### config.mk
export PLATFORM = sky130hd
export DESIGN_NAME = dual_stepper_step_generator_top
export DESIGN_NICKNAME = d
export VERILOG_FILES = /design/src/dss_pkg.sv /design/src/dss_div.sv /design/src/dual_stepper_step_generator_top.sv
export SDC_FILE = /design/constraint.sdc
export NUM_CORES = 1
export LEC_CHECK = 0
export BUFFER_PORTS_ARGS = -buffer_cell sky130_fd_sc_hd__buf_4
export CAP_MARGIN = 10
export CORE_ASPECT_RATIO = 1.5
export CORE_MARGIN = 5
export CORE_UTILIZATION = 50
export DETAILED_ROUTE_END_ITERATION = 7
export PLACE_DENSITY = 0.69
export SLEW_MARGIN = 0
export SYNTH_ARGS = -nofsm -noshare
export SYNTH_HDL_FRONTEND = slang
export SYNTH_HIERARCHICAL = 1
export SYNTH_SLANG_ARGS = --single-unit
### constraint.sdc
create_clock -name clock -period 9.17 [get_ports clock]
set_clock_uncertainty 0.05 [all_clocks]
set_input_delay 2.751 -clock clock [delete_from_list [all_inputs] [get_ports clock]]
set_output_delay 2.751 -clock clock [all_outputs]
set_load 0.01 [all_outputs]
### src/dss_pkg.sv
// dss_pkg: shared types and fixed constants for the dual stepper step generator.
// No dependencies; imported by dss_div, dual_stepper_step_generator_top and the testbench.
`timescale 1ns / 1ps

package dss_pkg;

   // step period numerator, speed offset and period limit
   localparam int unsigned PERIOD_NUM = 5500;
   localparam int unsigned SPEED_OFS  = 9;
   localparam int unsigned PERIOD_MAX = 511;

   // widths
   localparam int NUM_W   = 13;   // 5500 fits 13 bits
   localparam int DIV_W   = 10;   // |speed| + offset, at most 520
   localparam int CNT_W   = 4;    // divider step counter
   localparam int PER_W   = 9;    // period and period counter
   localparam int SPD_W   = 10;
   localparam int DIST_W  = 32;
   localparam int HEAD_W  = 16;
   localparam int REQ_DW  = 16;
   localparam int REQ_UW  = 2;
   localparam int RSP_DW  = 120;

   // register indexes
   localparam logic REG_ENABLE   = 1'b0;
   localparam logic REG_DEADBAND = 1'b1;

   // input kinds
   localparam logic KIND_TICK  = 1'b0;
   localparam logic KIND_SPEED = 1'b1;

   typedef struct packed {
      logic             done;
      logic [NUM_W-1:0] quotient;
   } div_status_type;

endpackage

### src/dss_div.sv
// dss_div: bit-serial restoring divider, PERIOD_NUM divided by a 10-bit divisor.
// One quotient bit per cycle. Depends on dss_pkg.
`timescale 1ns / 1ps

module dss_div (
   input  logic                         clock,
   input  logic                         reset,
   input  logic                         start,
   input  logic [dss_pkg::DIV_W-1:0]    divisor,
   output dss_pkg::div_status_type      status
);
   import dss_pkg::*;

   logic [DIV_W-1:0] rem_ff, rem_in;
   logic [NUM_W-1:0] quo_ff, quo_in;
   logic [DIV_W-1:0] den_ff, den_in;
   logic [CNT_W-1:0] cnt_ff, cnt_in;
   logic             busy_ff, busy_in;
   logic             done_ff, done_in;
   logic [DIV_W:0]   trial;
   logic             fits;

   assign trial = {rem_ff, quo_ff[NUM_W-1]};
   assign fits  = trial >= {1'b0, den_ff};

   always_comb begin
      rem_in  = rem_ff;
      quo_in  = quo_ff;
      den_in  = den_ff;
      cnt_in  = cnt_ff;
      busy_in = busy_ff;
      done_in = 1'b0;
      if (start) begin
         rem_in  = '0;
         quo_in  = NUM_W'(PERIOD_NUM);
         den_in  = divisor;
         cnt_in  = CNT_W'(NUM_W - 1);
         busy_in = 1'b1;
      end else if (busy_ff) begin
         rem_in = fits ? DIV_W'(trial - {1'b0, den_ff}) : trial[DIV_W-1:0];
         quo_in = {quo_ff[NUM_W-2:0], fits};
         cnt_in = cnt_ff - 1'b1;
         if (cnt_ff == '0) begin
            busy_in = 1'b0;
            done_in = 1'b1;
         end
      end
   end

   always_ff @(posedge clock) begin
      rem_ff <= rem_in;
      quo_ff <= quo_in;
      den_ff <= den_in;
      cnt_ff <= cnt_in;
      if (reset) begin
         busy_ff <= 1'b0;
         done_ff <= 1'b0;
      end else begin
         busy_ff <= busy_in;
         done_ff <= done_in;
      end
   end

   assign status.done     = done_ff;
   assign status.quotient = quo_ff;

endmodule

### src/dual_stepper_step_generator_top.sv
// Dual stepper step generator with wheel odometry. A tick beat advances both
// motors, one per cycle through the same counter logic in the ST_TICK state,
// then passes through ST_DONE into the output register. A speed update beat
// runs 5500/(|speed|+9) through a bit-serial divider that produces one quotient
// bit a cycle. Its result goes from ST_DIV, once the divider is done, through
// ST_DONE into the output register, and the divider sets the rate of the block.
// One item is worked on at a time. req_tready is high only when the sequencer
// is idle, and a finished result may still be waiting in the output register
// then. A beat taken while the block is disabled goes straight to ST_DONE and
// returns the cleared state. A speed update at or below the deadband skips the
// divider and also goes straight to ST_DONE. A result that is not taken holds
// the sequencer until the output register is free.
// Depends on dss_pkg and dss_div.
`timescale 1ns / 1ps

module dual_stepper_step_generator_top #(
   parameter int PULSE_WIDTH = 9,
   parameter int MAX_SPEED   = 400
) (
   input  logic                          clock,
   input  logic                          reset,
   // request: tdata = speed[9:0], zero pad
   input  logic                          req_tvalid,
   output logic                          req_tready,
   input  logic [dss_pkg::REQ_DW-1:0]    req_tdata,
   // request: tuser = kind[0], motor[1]
   input  logic [dss_pkg::REQ_UW-1:0]    req_tuser,
   // response: tdata = step_left[0], step_right[1], dir_left[2], dir_right[3],
   // drivers_on[4], distance_left[36:5], distance_right[68:37],
   // distance_avg[100:69], heading[116:101], zero pad
   output logic                          rsp_tvalid,
   input  logic                          rsp_tready,
   output logic [dss_pkg::RSP_DW-1:0]    rsp_tdata,
   // register writes
   input  logic                          csr_valid,
   output logic                          csr_ready,
   input  logic                          csr_index,
   input  logic [dss_pkg::PER_W-1:0]     csr_wdata
);
   import dss_pkg::*;

   localparam logic [1:0] ST_IDLE = 2'd0;
   localparam logic [1:0] ST_TICK = 2'd1;
   localparam logic [1:0] ST_DIV  = 2'd2;
   localparam logic [1:0] ST_DONE = 2'd3;

   localparam logic [PER_W-1:0]        PW       = PER_W'(PULSE_WIDTH);
   localparam logic [PER_W-1:0]        PW_MIN   = PER_W'(PULSE_WIDTH + 1);
   localparam logic signed [SPD_W-1:0] MAX_S    = SPD_W'(MAX_SPEED);
   localparam logic signed [SPD_W-1:0] MIN_S    = SPD_W'(-MAX_SPEED);
   localparam logic [NUM_W-1:0]        QUO_MAX  = NUM_W'(PERIOD_MAX);

   logic [1:0]                   state_ff, state_in;
   logic                         mot_ff, mot_in;
   logic                         enable_ff, enable_in;
   logic [PER_W-1:0]             deadband_ff, deadband_in;
   logic [1:0][PER_W-1:0]        count_ff, count_in;
   logic [1:0][PER_W-1:0]        period_ff, period_in;
   logic [1:0]                   running_ff, running_in;
   logic [1:0]                   reverse_ff, reverse_in;
   logic [1:0]                   level_ff, level_in;
   logic [1:0][DIST_W-1:0]       dist_ff, dist_in;
   logic                         rsp_valid_ff, rsp_valid_in;
   logic [RSP_DW-1:0]            rsp_data_ff, rsp_data_in;

   logic                         req_fire, csr_fire;
   logic signed [SPD_W-1:0]      speed_raw, speed_clamped;
   logic [PER_W-1:0]             mag;
   logic                         div_start;
   logic [DIV_W-1:0]             divisor;
   div_status_type               div_status;
   logic [PER_W-1:0]             new_period;

   // shared per-motor counter logic
   logic [PER_W-1:0]             cnt_cur, cnt_next;
   logic                         lvl;
   logic [DIST_W:0]              dist_sum;

   assign req_tready = state_ff == ST_IDLE;
   assign csr_ready  = state_ff == ST_IDLE;
   assign req_fire   = req_tvalid && req_tready;
   assign csr_fire   = csr_valid && csr_ready;

   assign speed_raw     = signed'(req_tdata[SPD_W-1:0]);
   assign speed_clamped = (speed_raw > MAX_S) ? MAX_S :
                          (speed_raw < MIN_S) ? MIN_S : speed_raw;
   assign mag     = PER_W'(speed_clamped[SPD_W-1] ? -speed_clamped : speed_clamped);
   assign divisor = DIV_W'(mag) + DIV_W'(SPEED_OFS);
   assign div_start = req_fire && enable_ff && (req_tuser[0] == KIND_SPEED)
                      && (mag > deadband_ff);

   dss_div u_div (
      .clock   (clock),
      .reset   (reset),
      .start   (div_start),
      .divisor (divisor),
      .status  (div_status)
   );

   always_comb begin
      if (div_status.quotient > QUO_MAX)
         new_period = PER_W'(PERIOD_MAX);
      else if (div_status.quotient[PER_W-1:0] <= PW)
         new_period = PW_MIN;
      else
         new_period = div_status.quotient[PER_W-1:0];
   end

   assign cnt_cur  = (count_ff[mot_ff] >= period_ff[mot_ff]) ? '0 : count_ff[mot_ff];
   assign lvl      = cnt_cur < PW;
   assign cnt_next = ((cnt_cur + 1'b1) >= period_ff[mot_ff]) ? '0 : cnt_cur + 1'b1;
   assign dist_sum = {dist_ff[0][DIST_W-1], dist_ff[0]} + {dist_ff[1][DIST_W-1], dist_ff[1]};

   always_comb begin
      state_in     = state_ff;
      mot_in       = mot_ff;
      enable_in    = enable_ff;
      deadband_in  = deadband_ff;
      count_in     = count_ff;
      period_in    = period_ff;
      running_in   = running_ff;
      reverse_in   = reverse_ff;
      level_in     = level_ff;
      dist_in      = dist_ff;
      rsp_valid_in = rsp_valid_ff && !rsp_tready;
      rsp_data_in  = rsp_data_ff;

      if (csr_fire) begin
         case (csr_index)
            REG_ENABLE: begin
               enable_in = csr_wdata[0];
               if (!csr_wdata[0]) begin
                  count_in   = '0;
                  period_in  = '0;
                  running_in = '0;
                  reverse_in = '0;
                  level_in   = '0;
                  dist_in    = '0;
               end
            end
            REG_DEADBAND: deadband_in = csr_wdata;
            default: ;
         endcase
      end

      case (state_ff)
         ST_IDLE: begin
            if (req_fire) begin
               state_in = ST_DONE;
               if (enable_ff) begin
                  if (req_tuser[0] == KIND_TICK) begin
                     state_in = ST_TICK;
                     mot_in   = 1'b0;
                  end else begin
                     mot_in = req_tuser[1];
                     reverse_in[req_tuser[1]] = speed_clamped[SPD_W-1];
                     if (div_start) begin
                        state_in = ST_DIV;
                     end else begin
                        running_in[req_tuser[1]] = 1'b0;
                        period_in[req_tuser[1]]  = '0;
                        count_in[req_tuser[1]]   = '0;
                        level_in[req_tuser[1]]   = 1'b0;
                     end
                  end
               end
            end
         end
         ST_TICK: begin
            if (running_ff[mot_ff]) begin
               if (lvl && !level_ff[mot_ff])
                  dist_in[mot_ff] = reverse_ff[mot_ff] ? dist_ff[mot_ff] - 1'b1
                                                       : dist_ff[mot_ff] + 1'b1;
               level_in[mot_ff] = lvl;
               count_in[mot_ff] = cnt_next;
            end
            if (mot_ff)
               state_in = ST_DONE;
            mot_in = 1'b1;
         end
         ST_DIV: begin
            if (div_status.done) begin
               period_in[mot_ff]  = new_period;
               running_in[mot_ff] = 1'b1;
               state_in           = ST_DONE;
            end
         end
         ST_DONE: begin
            if (!rsp_valid_ff || rsp_tready) begin
               rsp_valid_in = 1'b1;
               rsp_data_in  = {3'b000,
                               HEAD_W'(dist_ff[1][HEAD_W-1:0] - dist_ff[0][HEAD_W-1:0]),
                               dist_sum[DIST_W:1],
                               dist_ff[1],
                               dist_ff[0],
                               running_ff[0] | running_ff[1],
                               ~reverse_ff[1],
                               reverse_ff[0],
                               level_ff[1],
                               level_ff[0]};
               state_in = ST_IDLE;
            end
         end
         default: state_in = ST_IDLE;
      endcase
   end

   always_ff @(posedge clock) begin
      mot_ff      <= mot_in;
      rsp_data_ff <= rsp_data_in;
      if (reset) begin
         state_ff     <= ST_IDLE;
         enable_ff    <= 1'b0;
         deadband_ff  <= PER_W'(6);
         count_ff     <= '0;
         period_ff    <= '0;
         running_ff   <= '0;
         reverse_ff   <= '0;
         level_ff     <= '0;
         dist_ff      <= '0;
         rsp_valid_ff <= 1'b0;
      end else begin
         state_ff     <= state_in;
         enable_ff    <= enable_in;
         deadband_ff  <= deadband_in;
         count_ff     <= count_in;
         period_ff    <= period_in;
         running_ff   <= running_in;
         reverse_ff   <= reverse_in;
         level_ff     <= level_in;
         dist_ff      <= dist_in;
         rsp_valid_ff <= rsp_valid_in;
      end
   end

   assign rsp_tvalid = rsp_valid_ff;
   assign rsp_tdata  = rsp_data_ff;

`ifndef NO_ASSERTIONS
   // a running motor always has a period with at least one low tick
   a_period_min: assert property (@(posedge clock) disable iff (reset)
      (!running_ff[0] || period_ff[0] > PW) && (!running_ff[1] || period_ff[1] > PW))
      else $error("running motor with short period");

   // a stopped motor holds a cleared counter and a low step level
   a_stopped: assert property (@(posedge clock) disable iff (reset)
      (running_ff[0] || (count_ff[0] == '0 && level_ff[0] == 1'b0)) &&
      (running_ff[1] || (count_ff[1] == '0 && level_ff[1] == 1'b0)))
      else $error("stopped motor not cleared");

   // disabled block keeps odometry and motors cleared
   a_disabled: assert property (@(posedge clock) disable iff (reset)
      !enable_ff |-> (dist_ff == '0 && running_ff == 2'b00))
      else $error("state changed while disabled");

   // divider only finishes while the sequencer waits for it
   a_div_done: assert property (@(posedge clock) disable iff (reset)
      div_status.done |-> state_ff == ST_DIV)
      else $error("divider result outside divide phase");

   // an accepted beat always leaves the idle state
   a_busy_after_accept: assert property (@(posedge clock) disable iff (reset)
      req_fire |=> !req_tready)
      else $error("sequencer stayed idle after a beat");
`endif

endmodule

==> metrics.yaml <==
timing:
  final.period_utilization: 0.805
  setup_tns_ps: 0
  rsz0062_at_grt: "no"
  fin_crit_ps: 7380
  hold_viol_final: 0
  slew_headroom: 0.264
  setup_ws_ps: 1790
  worst_pin_slew_ps: 1100
  setup_viol: 0
  drv_slew: 0
  max_freq_ghz: 0.135
floorplan:
  fp.dieH_microns: 229
  die_x_microns: 156
  core_area_sq_mm: 0.0317
  ioPinCount: 156
  start_util: 0.505
  rows: 80
  dieArea_sq_mm: 0.0358
clocking:
  cts_resized: 0
  htree_levels: 1
  clock-root-buffer: "clkbuf_16"
  cts_tree: "done"
  insertion_delay_ps: 550
  cts_made_buffers: 28
  clock_path_buffers: 3
  cts_setup_buffers: 0
  cts_hold_buffers: 0
  path_clk_slew_ps: 60
  clock_sinks: 276
critical_path:
  setup.worst_path.end_class: "flop"
  cp_num_buf_inv: 5
  cp_slowest_cell: "or4_4"
  start_kind: "input port"
  cp_max_fo: 32
  worstPathArrival_ps: 7820
  cp_top_family: "compound AO/OA/AOI/OAI gates"
  cp_cell_sequence: "buf_4 > or4_4 > a211oi_2 > nor3_1 > buf_4 > nor2_1 > nand2_1 > ha_1 > nand2_1 > inv_1 > a2111o_1 > a21oi_1 > inv_1 > ha_1 > nand4_1 > o221ai_1 > a21oi_1 > a311oi_4 > buf_4 > o211a_1 > a21oi_1 > nor2_1 > a32o_1"
  critPathKind: "in -> reg"
  timing.critical_path.slowest_cell_delay_ps: 560
  critPathRequiredTime_ps: 9610
yosys:
  synth_commonest_cells: "nand2_1 (151), dfxtp_1 (148), nor2_1 (137), a21oi_1 (132), edfxtp_1 (128)"
  synthesis.area_sq_mm: 0.0160
  synth_edf_count: 128
  synthDistinctLibCells: 86
  synth_top_cell_by_area: "edfxtp_1"
  ys_seq_area_frac: 0.425
  ys_ff_latch: 276
  synth_cells: 1683
  yosys_warnings: 6
  yosysTopAreaCellShare: 0.240
  synth_most_common_cell: "nand2_1"
  syn_avg_cell_area_sq_um: 9.51
  synthArstFlopShare: 0
  synth_area_leaders: "edfxtp_1 (24%), dfxtp_1 (19%), ha_1 (9.6%), a21oi_1 (4.1%), nand2_1 (3.5%)"
  ys.flop_type: "dfxtp_1"
place:
  placed_area_sq_mm: 0.0174
  place.gp.congestion: 0.892
  port_buffers: 146
  hpwlAfterDp_mm: 28.6
  dpl_worst_slack_ps: 1280
pwr:
  ir_drop_v: 0.000177
  powerDensity_mw_per_mm2: 180
  leakagePower_nw: 7.55
detailed_routing:
  wire_per_inst_microns: 17.5
  ant_nets: 0
  vias: 12815
  dr.pass1.iters: 5
  avgViaCountPerCell: 5.73
  drc: 0
  routed_wl_mm: 39.0
  drt_iter0_markers: 700
final_layout:
  design_area_sq_mm: 0.0184
  area_growth_pct: 14.9
  fillCellCount: 2791
  finalNetCount: 1964
  drive_above_1_share: 0.140
  diodes: 0
job:
  drv_cap: 0
worst_hold_path:
  min_path_type: "reg -> reg"
grt:
  grt_pass1_wl_mm: 63.5
  grt-ovfl-total: 0
  grt_max_degree: 80
  gr-usage-all-layers: 0.214
  grt_pass1_vias: 12718
  antenna_found_initial: 0
run_status:
  status: "finished clean"
-- registers in the layout (all words and copies together) (netlist names), 2 cells and up --
register and flops:
u_div/rem_ff 10, rsp_tdata 117, u_div/den_ff 10, u_div/quo_ff 13
state_ff 2, period_ff 18, u_div/cnt_ff 4, reverse_ff 2
deadband_ff 9, count_ff 18, running_ff 2, level_ff 2
dist_ff 64
-- per-layer routing --
metal / wire (microns) / share of wire / GRT usage
met1: 14400 / 0.37 / 0.227
met2: 21600 / 0.55 / 0.419
met3: 1490 / 0.038 / 0.0208
met4: 1590 / 0.041 / 0.0896
met5: 0 / 0 / 0
-- final cells by class --
cell class                 count  area (sq um)  share of cell area
clock inverter                19           228              0.0124
multi-input combinational   1242          8530               0.464
timing repair buffer         165          1240              0.0673
clock buffer                  33           741              0.0403
sequential                   276          6810               0.370
tap                          410           513              0.0279
inverter                      91           342              0.0186
-- power breakdown --
part	switching (W)	leakage [nW]	internal, W	total, W
sequential	0.0000618	2.39	0.00141	0.00147
clock	0.000485	0.473	0.000718	0.00120
combinational	0.000381	4.69	0.000254	0.000635
-- tightest hold or removal path: cells and delay by family (launching register included) --
kind | cells | cell delay (ps)
AND/OR/NAND/NOR | 1 | 50
AO/OA/AOI/OAI | 1 | 50
flip-flops | 1 | 310
-- per-stage QoR --
stage	total power, W	util	hold WS [ps]	cells
2_1_floorplan	0.00195	-	380	1685
3_3_place_gp	0.00211	0.549	393	2184
3_5_place_dp	0.00213	0.549	396	2184
4_1_cts	0.00334	0.580	409	2236
5_1_grt	0.00346	0.580	427	2236
6_report	0.00331	0.580	410	2236
-- path summary, 6_finish.rpt --
check / start / to / slack [ps] / depth (start not counted)
hold / removal: deadband_ff[7] / deadband_ff[7] / 410 / 2
hold reg to reg: deadband_ff[7] / deadband_ff[7] / 410 / 2
setup / recovery: req_tdata[0] / count_ff[13] / 1790 / 23
setup reg to reg: mot_ff / count_ff[8] / 2750 / 23
-- kinds of logic (layout without fill, tap and decap cells) --
logic type,count (synthesis),after routing,share of synthesized area
xor gates and xnor gates,86,86,0.0471
buffers and inverters,167,308,0.0442
and+or+nand+nor,546,546,0.165
AOI/OAI and AO/OA,422,422,0.179
DFF,276,276,0.425
adders and majority gates,127,127,0.101
other,1,3,0.000234
muxes,58,58,0.0381
-- cell usage in the layout, fill, tap and decap left out, drive strengths merged, types with 30 or more instances in the layout --
master / n
edfxtp: 128
xnor2: 53
nor3: 34
buf: 165
a21oi: 134
inv: 91
dfxtp: 148
mux2i: 35
o21ai: 55
nand3: 79
nand2: 151
nor2: 137
ha: 123
xor2: 33
clkbuf: 33
nand2b: 30
(Power assumes the default switching activity.)
